==> src/cqs_pkg.sv <==
package cqs_pkg;

   // request types
   localparam logic [1:0] REQ_APPEND = 2'd0;
   localparam logic [1:0] REQ_POP    = 2'd1;
   localparam logic [1:0] REQ_CLASS  = 2'd2;
   localparam logic [1:0] REQ_SIMILAR = 2'd3;

   // job classes
   localparam logic [1:0] CLS_NONE       = 2'd0;
   localparam logic [1:0] CLS_UNCLASS    = 2'd1;
   localparam logic [1:0] CLS_SECRET     = 2'd2;
   localparam logic [1:0] CLS_TOP_SECRET = 2'd3;

   // result status codes
   localparam logic [1:0] ST_OK        = 2'd0;
   localparam logic [1:0] ST_EMPTY     = 2'd1;
   localparam logic [1:0] ST_BAD_CLASS = 2'd2;
   localparam logic [1:0] ST_FULL      = 2'd3;

   // command from the request decoder to the scan/shift engine
   typedef struct packed {
      logic       start;
      logic       append;
      logic       any;
      logic [1:0] cls;
   } cqs_cmd_type;

   // engine status back to the decoder
   typedef struct packed {
      logic done;
      logic hit;
      logic head_we;
   } cqs_stat_type;

endpackage

==> src/cqs_store.sv <==
module cqs_store import cqs_pkg::*; #(
   parameter int DEPTH = 16,
   parameter int DW    = 10
) (
   input  logic                     clock,
   input  logic                     wr_en,
   input  logic [$clog2(DEPTH)-1:0] wr_addr,
   input  logic [DW-1:0]            wr_data,
   input  logic [$clog2(DEPTH)-1:0] rd_addr,
   output logic [DW-1:0]            rd_data
);

   logic [DW-1:0] mem_ff [DEPTH];
   logic [DW-1:0] rd_data_ff;

   // one write port, one registered read port
   always_ff @(posedge clock) begin
      if (wr_en) begin
         mem_ff[wr_addr] <= wr_data;
      end
      rd_data_ff <= mem_ff[rd_addr];
   end

   assign rd_data = rd_data_ff;

endmodule

==> src/cqs_engine.sv <==
module cqs_engine import cqs_pkg::*; #(
   parameter int QUEUE_DEPTH = 16,
   parameter int JOB_ID_BITS = 8
) (
   input  logic                               clock,
   input  logic                               reset,
   input  cqs_cmd_type                        cmd,
   input  logic [JOB_ID_BITS-1:0]             app_id,
   input  logic [$clog2(QUEUE_DEPTH+1)-1:0]   occ,
   output cqs_stat_type                       stat,
   output logic [JOB_ID_BITS-1:0]             ent_id,
   output logic [1:0]                         ent_cls
);

   localparam int AW = $clog2(QUEUE_DEPTH);
   localparam int PW = $clog2(QUEUE_DEPTH + 2);
   localparam int DW = JOB_ID_BITS + 2;

   localparam logic [1:0] E_IDLE  = 2'd0;
   localparam logic [1:0] E_SCAN  = 2'd1;
   localparam logic [1:0] E_SHIFT = 2'd2;

   logic [1:0]    st_ff, st_in;
   logic [PW-1:0] ptr_ff, ptr_in;
   logic          pend_ff, pend_in;
   logic [1:0]    cls_ff, cls_in;
   logic          any_ff, any_in;

   logic          wr_en;
   logic [AW-1:0] wr_addr;
   logic [DW-1:0] wr_data;
   logic [DW-1:0] rd_data;
   logic          issue;
   logic [PW-1:0] wa;

   // entry store: {job id, class}
   cqs_store #(
      .DEPTH (QUEUE_DEPTH),
      .DW    (DW)
   ) u_store (
      .clock   (clock),
      .wr_en   (wr_en),
      .wr_addr (wr_addr),
      .wr_data (wr_data),
      .rd_addr (ptr_ff[AW-1:0]),
      .rd_data (rd_data)
   );

   assign ent_id  = rd_data[DW-1:2];
   assign ent_cls = rd_data[1:0];

   // valid read data (pend_ff set) belongs to address ptr_ff - 1
   assign issue = (ptr_ff < PW'(occ));
   assign wa    = ptr_ff - PW'(2);

   // sequencer: appends write at the tail; removals scan for the oldest match, then close the gap
   always_comb begin
      st_in   = st_ff;
      ptr_in  = ptr_ff;
      pend_in = pend_ff;
      cls_in  = cls_ff;
      any_in  = any_ff;
      wr_en   = 1'b0;
      wr_addr = occ[AW-1:0];
      wr_data = {app_id, cmd.cls};
      stat    = '0;
      case (st_ff)
         E_IDLE: begin
            if (cmd.start) begin
               if (cmd.append) begin
                  wr_en = 1'b1;
               end else begin
                  st_in   = E_SCAN;
                  ptr_in  = '0;
                  pend_in = 1'b0;
                  cls_in  = cmd.cls;
                  any_in  = cmd.any;
               end
            end
         end
         E_SCAN: begin
            ptr_in  = ptr_ff + PW'(1);
            pend_in = issue;
            if (pend_ff && (any_ff || ent_cls == cls_ff)) begin
               stat.hit = 1'b1;
               st_in    = E_SHIFT;
            end
         end
         E_SHIFT: begin
            // move entry at ptr-1 down to ptr-2
            if (pend_ff) begin
               wr_en   = 1'b1;
               wr_addr = wa[AW-1:0];
               wr_data = rd_data;
               if (wa == '0) begin
                  stat.head_we = 1'b1;
               end
            end
            ptr_in  = ptr_ff + PW'(1);
            pend_in = issue;
            if (!pend_ff || !issue) begin
               stat.done = 1'b1;
               st_in     = E_IDLE;
               pend_in   = 1'b0;
            end
         end
         default: begin
            st_in   = E_IDLE;
            pend_in = 1'b0;
         end
      endcase
   end

   // control registers
   always_ff @(posedge clock) begin
      if (reset) begin
         st_ff   <= E_IDLE;
         pend_ff <= 1'b0;
      end else begin
         st_ff   <= st_in;
         pend_ff <= pend_in;
      end
   end

   // working registers
   always_ff @(posedge clock) begin
      ptr_ff <= ptr_in;
      cls_ff <= cls_in;
      any_ff <= any_in;
   end

endmodule

==> src/class_selective_job_queue_unit.sv <==
// channel  | beat direction | handshake           | payload
// req_     | in             | req_valid/req_ready | req_type, req_job_id, req_job_class
// rsp_     | out            | rsp_valid/rsp_ready | status, removed entry, counts, head
//
// append and rejected requests: result in the cycle after the beat is taken
// removals: one entry per cycle through the single store read port,
//   scanning then shifting the tail down
// one request at a time: req_ready is high only when no request or result is pending
// synchronous active-high reset empties the queue; store contents stay as they were
// a stalled result holds all rsp_ fields until taken
module class_selective_job_queue_unit import cqs_pkg::*; #(
   parameter int QUEUE_DEPTH = 16,
   parameter int JOB_ID_BITS = 8
) (
   input  logic                               clock,
   input  logic                               reset,
   input  logic                               req_valid,
   output logic                               req_ready,
   input  logic [1:0]                         req_type,
   input  logic [JOB_ID_BITS-1:0]             req_job_id,
   input  logic [1:0]                         req_job_class,
   output logic                               rsp_valid,
   input  logic                               rsp_ready,
   output logic [1:0]                         rsp_status,
   output logic [JOB_ID_BITS-1:0]             rsp_removed_job_id,
   output logic [1:0]                         rsp_removed_class,
   output logic [$clog2(QUEUE_DEPTH+1)-1:0]   rsp_unclassified_count,
   output logic [$clog2(QUEUE_DEPTH+1)-1:0]   rsp_secret_count,
   output logic [$clog2(QUEUE_DEPTH+1)-1:0]   rsp_top_secret_count,
   output logic [1:0]                         rsp_head_class,
   output logic [JOB_ID_BITS-1:0]             rsp_head_job_id
);

   localparam int CW = $clog2(QUEUE_DEPTH + 1);

   localparam logic [1:0] S_IDLE = 2'd0;
   localparam logic [1:0] S_BUSY = 2'd1;
   localparam logic [1:0] S_RESP = 2'd2;

   logic [1:0]             state_ff, state_in;
   logic [CW-1:0]          occ_ff, occ_in;
   logic [CW-1:0]          un_cnt_ff, un_cnt_in;
   logic [CW-1:0]          se_cnt_ff, se_cnt_in;
   logic [CW-1:0]          ts_cnt_ff, ts_cnt_in;
   logic [JOB_ID_BITS-1:0] head_id_ff, head_id_in;
   logic [1:0]             head_cls_ff, head_cls_in;
   logic [1:0]             status_ff, status_in;
   logic [JOB_ID_BITS-1:0] rm_id_ff, rm_id_in;
   logic [1:0]             rm_cls_ff, rm_cls_in;

   cqs_cmd_type            cmd;
   cqs_stat_type           stat;
   logic [JOB_ID_BITS-1:0] ent_id;
   logic [1:0]             ent_cls;
   logic                   acc;
   logic [1:0]             tgt;
   logic [CW-1:0]          tgt_cnt;

   cqs_engine #(
      .QUEUE_DEPTH (QUEUE_DEPTH),
      .JOB_ID_BITS (JOB_ID_BITS)
   ) u_engine (
      .clock   (clock),
      .reset   (reset),
      .cmd     (cmd),
      .app_id  (req_job_id),
      .occ     (occ_ff),
      .stat    (stat),
      .ent_id  (ent_id),
      .ent_cls (ent_cls)
   );

   assign req_ready = (state_ff == S_IDLE);
   assign acc       = req_valid && req_ready;
   assign rsp_valid = (state_ff == S_RESP);

   // class to remove: similar-class picks the busier secured class
   always_comb begin
      tgt = req_job_class;
      if (req_type == REQ_SIMILAR && req_job_class != CLS_UNCLASS) begin
         if (se_cnt_ff > ts_cnt_ff) begin
            tgt = CLS_SECRET;
         end else if (se_cnt_ff < ts_cnt_ff) begin
            tgt = CLS_TOP_SECRET;
         end
      end
      case (tgt)
         CLS_UNCLASS:    tgt_cnt = un_cnt_ff;
         CLS_SECRET:     tgt_cnt = se_cnt_ff;
         CLS_TOP_SECRET: tgt_cnt = ts_cnt_ff;
         default:        tgt_cnt = '0;
      endcase
   end

   // request decode, counters and result bookkeeping
   always_comb begin
      state_in    = state_ff;
      occ_in      = occ_ff;
      un_cnt_in   = un_cnt_ff;
      se_cnt_in   = se_cnt_ff;
      ts_cnt_in   = ts_cnt_ff;
      head_id_in  = head_id_ff;
      head_cls_in = head_cls_ff;
      status_in   = status_ff;
      rm_id_in    = rm_id_ff;
      rm_cls_in   = rm_cls_ff;
      cmd         = '0;
      case (state_ff)
         S_IDLE: begin
            if (acc) begin
               rm_id_in  = '0;
               rm_cls_in = CLS_NONE;
               status_in = ST_OK;
               state_in  = S_RESP;
               case (req_type)
                  REQ_APPEND: begin
                     if (req_job_class == CLS_NONE) begin
                        status_in = ST_BAD_CLASS;
                     end else if (occ_ff == CW'(QUEUE_DEPTH)) begin
                        status_in = ST_FULL;
                     end else begin
                        cmd.start  = 1'b1;
                        cmd.append = 1'b1;
                        cmd.cls    = req_job_class;
                        occ_in     = occ_ff + CW'(1);
                        if (occ_ff == '0) begin
                           head_id_in  = req_job_id;
                           head_cls_in = req_job_class;
                        end
                        case (req_job_class)
                           CLS_UNCLASS: un_cnt_in = un_cnt_ff + CW'(1);
                           CLS_SECRET:  se_cnt_in = se_cnt_ff + CW'(1);
                           default:     ts_cnt_in = ts_cnt_ff + CW'(1);
                        endcase
                     end
                  end
                  REQ_POP: begin
                     if (occ_ff == '0) begin
                        status_in = ST_EMPTY;
                     end else begin
                        cmd.start = 1'b1;
                        cmd.any   = 1'b1;
                        state_in  = S_BUSY;
                     end
                  end
                  default: begin
                     if (req_job_class == CLS_NONE) begin
                        status_in = ST_BAD_CLASS;
                     end else if (tgt_cnt == '0) begin
                        status_in = ST_EMPTY;
                     end else begin
                        cmd.start = 1'b1;
                        cmd.cls   = tgt;
                        state_in  = S_BUSY;
                     end
                  end
               endcase
            end
         end
         S_BUSY: begin
            if (stat.hit) begin
               rm_id_in  = ent_id;
               rm_cls_in = ent_cls;
            end
            if (stat.done) begin
               occ_in   = occ_ff - CW'(1);
               state_in = S_RESP;
               case (rm_cls_ff)
                  CLS_UNCLASS:    un_cnt_in = un_cnt_ff - CW'(1);
                  CLS_SECRET:     se_cnt_in = se_cnt_ff - CW'(1);
                  CLS_TOP_SECRET: ts_cnt_in = ts_cnt_ff - CW'(1);
                  default:        un_cnt_in = un_cnt_ff;
               endcase
            end
         end
         S_RESP: begin
            if (rsp_ready) begin
               state_in = S_IDLE;
            end
         end
         default: begin
            state_in = S_IDLE;
         end
      endcase
      // new head written by the shift
      if (stat.head_we) begin
         head_id_in  = ent_id;
         head_cls_in = ent_cls;
      end
   end

   // control state
   always_ff @(posedge clock) begin
      if (reset) begin
         state_ff  <= S_IDLE;
         occ_ff    <= '0;
         un_cnt_ff <= '0;
         se_cnt_ff <= '0;
         ts_cnt_ff <= '0;
      end else begin
         state_ff  <= state_in;
         occ_ff    <= occ_in;
         un_cnt_ff <= un_cnt_in;
         se_cnt_ff <= se_cnt_in;
         ts_cnt_ff <= ts_cnt_in;
      end
   end

   // payload registers
   always_ff @(posedge clock) begin
      head_id_ff  <= head_id_in;
      head_cls_ff <= head_cls_in;
      status_ff   <= status_in;
      rm_id_ff    <= rm_id_in;
      rm_cls_ff   <= rm_cls_in;
   end

   // result beat
   assign rsp_status             = status_ff;
   assign rsp_removed_job_id     = rm_id_ff;
   assign rsp_removed_class      = rm_cls_ff;
   assign rsp_unclassified_count = un_cnt_ff;
   assign rsp_secret_count       = se_cnt_ff;
   assign rsp_top_secret_count   = ts_cnt_ff;
   assign rsp_head_class         = (occ_ff != '0) ? head_cls_ff : CLS_NONE;
   assign rsp_head_job_id        = (occ_ff != '0) ? head_id_ff : '0;

endmodule
==> config.mk <==
export PLATFORM = sky130hd
export DESIGN_NAME = class_selective_job_queue_unit
export DESIGN_NICKNAME = d
export VERILOG_FILES = /design/src/cqs_pkg.sv /design/src/cqs_store.sv /design/src/cqs_engine.sv /design/src/class_selective_job_queue_unit.sv
export SDC_FILE = /design/constraint.sdc
export NUM_CORES = 1
export LEC_CHECK = 0
export BUFFER_PORTS_ARGS = -buffer_cell sky130_fd_sc_hd__buf_2
export CAP_MARGIN = 20
export CELL_PAD_IN_SITES_DETAIL_PLACEMENT = 1
export CELL_PAD_IN_SITES_GLOBAL_PLACEMENT = 1
export CORE_UTILIZATION = 40
export DETAILED_ROUTE_END_ITERATION = 10
export PLACE_DENSITY_LB_ADDON = 0.08
export SLEW_MARGIN = 0
export SYNTH_ARGS = -nofsm -noshare
export SYNTH_HDL_FRONTEND = slang
export SYNTH_SLANG_ARGS = --single-unit
==> constraint.sdc <==
create_clock -name clock -period 3.65 [get_ports clock]
set_input_delay 0.1825 -clock clock [delete_from_list [all_inputs] [get_ports clock]]
set_output_delay 0.1825 -clock clock [all_outputs]
set_load 0.005 [all_outputs]
==> metrics.txt <==
Synthesized Nets 722; remaining antenna violation count after routing 0; minimum clock period 3.01 ns; Initial Utilization 0.412; Synth top area share 0.565; cell count after synthesis 670; CTS tree built; internal power 4.43 mW; PnR Total Power 5.75 mW; Min-Delay Startpoint req_job_id[2]; EDFF count, synth 190; fraction of layout cells with a size suffix above 1 0.260; worst path required time 3.81 ns; CP Max Fanout 6; CTS buffer count 26; r2r endpoint u_engine.ptr_ff[2]; R2R Setup Slk 0.64 ns; row count 57; Psw 1.32 mW; Leak Pwr 4.35 nW; setup bufs post-CTS 0; Seq pwr share 0.502; share of total power in the clock network 0.419; worst clock skew 0.0169 ns; Worst Hold Class input pin to register; Layout Cells excl Fill 1113; first-pass GRT wire length 39200 µm; largest net degree at the start of global routing 36; critical path class register to register; setup violators final 0; DRT Pass-1 Iters 4; DRT iter0 DRCs 393; dpl cells 1063; Peak VDD IR 0.000366 V; crit path cell chain inv_1, ha_1, nand3_1, o21ai_0, nand2_1, o211a_1, or2_1, a21o_1, a21oi_1; Via density 5.40; Mean Syn Cell Area 15.1 µm²; n_diodes 0; Pwr Density 487 nW/µm²; DR vias 6012; top cells by area, synth edfxtp_1, mux4_2, dfxtp_1; H-tree levels 1; Area Overhead vs Synth 16.9%; post-placement cell area 11000 µm²; final hold violation count 0; Crit-path slowest cell a21oi_1; Yosys warnings 0; Max-cap violations 0; GPL Wtd Cong 0.850; Worst Max-Slew Pin Slew 0.829 ns; wire per inst 22.9 µm; Cell Area, Synth 10100 µm²; setup_tns 0 ns; initial antenna violation count 0; post-layout util 0.481; Worst-Skew Late Latency 0.54 ns; max-slew violations 0; slowest stage delay, CP 0.48 ns; total grt overflow 0; RSZ-0062 raised after global routing false; CP Launch Type register; CTS Root Cell clkbuf_16; final worst-path cycle share 0.826; post-synthesis sequential area ratio 0.634; worst hold path depth 2; Post-synth top flop edfxtp_1; GRT Overall Usage 0.203; die width 161 µm; IO Pins 55; vias in the first global route 6537; post-CTS sizing 0; most frequent cell after synthesis edfxtp_1; Worst-path clk slew 0.06 ns; # clock sinks 225; Post-Route WL 25400 µm; Yosys reg bits 225; run status finished clean; worst reg-to-reg path cell count 9; number of I/O port buffers 54; DPL Wire Length 17700 µm; number of distinct library cells after synthesis 62; DRC 0; Async S/R FF share, synth 0; WP data arrival 3.18 ns; Core ar. 24500 µm²; Die H 161 µm; r2r startpoint rsp_top_secret_count[3]; CP Capture Type register; combinational power share 0.079; hold endpoint head_id_ff[2]; hold buffer count at CTS 3; switching share of power 0.230; Total Nets Final 822; Synth area leader edfxtp_1; Max Freq 0.332 GHz; Final Cell Area 11800 µm²; synth cell count leaders edfxtp_1, nand2_1, mux4_2, nor2_1, dfxtp_1; relative slew slack 0.446; Die Area 25900 µm²; clock tree buffer depth 3
==> cell families (layout without fill, tap and decap cells) <==
| logic type | count (synthesis) | after routing | synth area share |
|---|---|---|---|
| buffers and inverters | 60 | 179 | 0.0238 |
| adders and majority gates | 36 | 36 | 0.0476 |
| and+or+nand+nor | 174 | 174 | 0.0844 |
| AOI/OAI and AO/OA | 84 | 84 | 0.0597 |
| DFF | 225 | 225 | 0.634 |
| xor gates and xnor gates | 23 | 23 | 0.0199 |
| muxes | 68 | 68 | 0.130 |
==> power groups by stage <==
stage	clock (mW)	sequential, mW	combinational [mW]
3_5_place_dp	0	2.94	0.459
4_1_cts	2.47	2.89	0.465
3_3_place_gp	0	2.94	0.448
2_1_floorplan	0	2.92	0.311
5_1_grt	2.56	2.89	0.501
6_report	2.41	2.89	0.455
==> critical path, delay by kind of cell (launching register included) <==
kind	cells	cell delay [ns]
AOI/OAI and AO/OA	4	1.29
buffers and inverters	1	0.08
DFF	1	0.39
adders and majority gates	1	0.30
and+or+nand+nor	3	0.60
==> routing by layer <==
metal  GRT usage  vias up  share of wire
met2       0.353      136           0.50
met3      0.0297       47          0.044
met4      0.0579        0          0.027
met1       0.263     3081           0.43
li1            -     2748              -
met5           0        -              0
==> how the worst max path moves through the flow <==
stage	slack [ns]	to	start	depth (start not counted)
after detailed placement	0.65	u_engine.ptr_ff[3]	rsp_top_secret_count[3]	9
after global routing	0.41	u_engine.ptr_ff[3]	rsp_top_secret_count[3]	9
after global placement	0.78	u_engine.u_store.mem_ff[15][1]	rsp_top_secret_count[3]	10
after CTS	0.61	u_engine.ptr_ff[2]	rsp_top_secret_count[3]	9
final	0.64	u_engine.ptr_ff[2]	rsp_top_secret_count[3]	9
after floorplan	0.59	u_engine.u_store.mem_ff[0][1]	rsp_top_secret_count[3]	9
==> stage by stage <==
step	hold WS [ns]	setup slack, ns
after floorplan	0.361	0.586
after global placement	0.451	0.785
after detailed placement	0.468	0.650
after CTS	0.000353	0.608
after global routing	0.00468	0.410
final	0.0163	0.636
==> layout by cell type, fill, tap and decap left out, drive strengths merged, types with 3 or more instances in the layout <==
cell type and instances:
a21oi 21, dfxtp 35, ha 32, clkinv 11, nor2 42, edfxtp 190
nor3 14, fa 4, o32ai 3, a31oi 6, nor4 4, nand2 52
or3 4, nand2b 5, a21o 14, nand3 8, and2 16, inv 33
mux2 9, xor2 3, or2 3, dlygate4sd3 3, mux4 50, a211oi 3
buf 96, o21ai 12, mux2i 9, xnor2 20, nor2b 16, clkbuf 34
or4 3
==> area by class of cell <==
cell class / instances / area [µm²]
tap: 324 / 405
sequential: 225 / 6410
clock inverter: 13 / 119
multi-input combinational: 385 / 3460
timing repair buffer: 99 / 616
inverter: 33 / 124
fill: 2474 / 12700
clock buffer: 34 / 681
==> sequential cells by signal (all words and copies together), names as in the netlist, 5 cells and up <==
register / count
u_engine.u_store.rd_data: 10
rsp_top_secret_count: 5
head_id_ff: 8
u_engine.ptr_ff: 5
rsp_unclassified_count: 5
occ_ff: 5
rsp_secret_count: 5
rsp_removed_job_id: 8
u_engine.u_store.mem_ff: 160
Power figures use the tool's default switching activity.
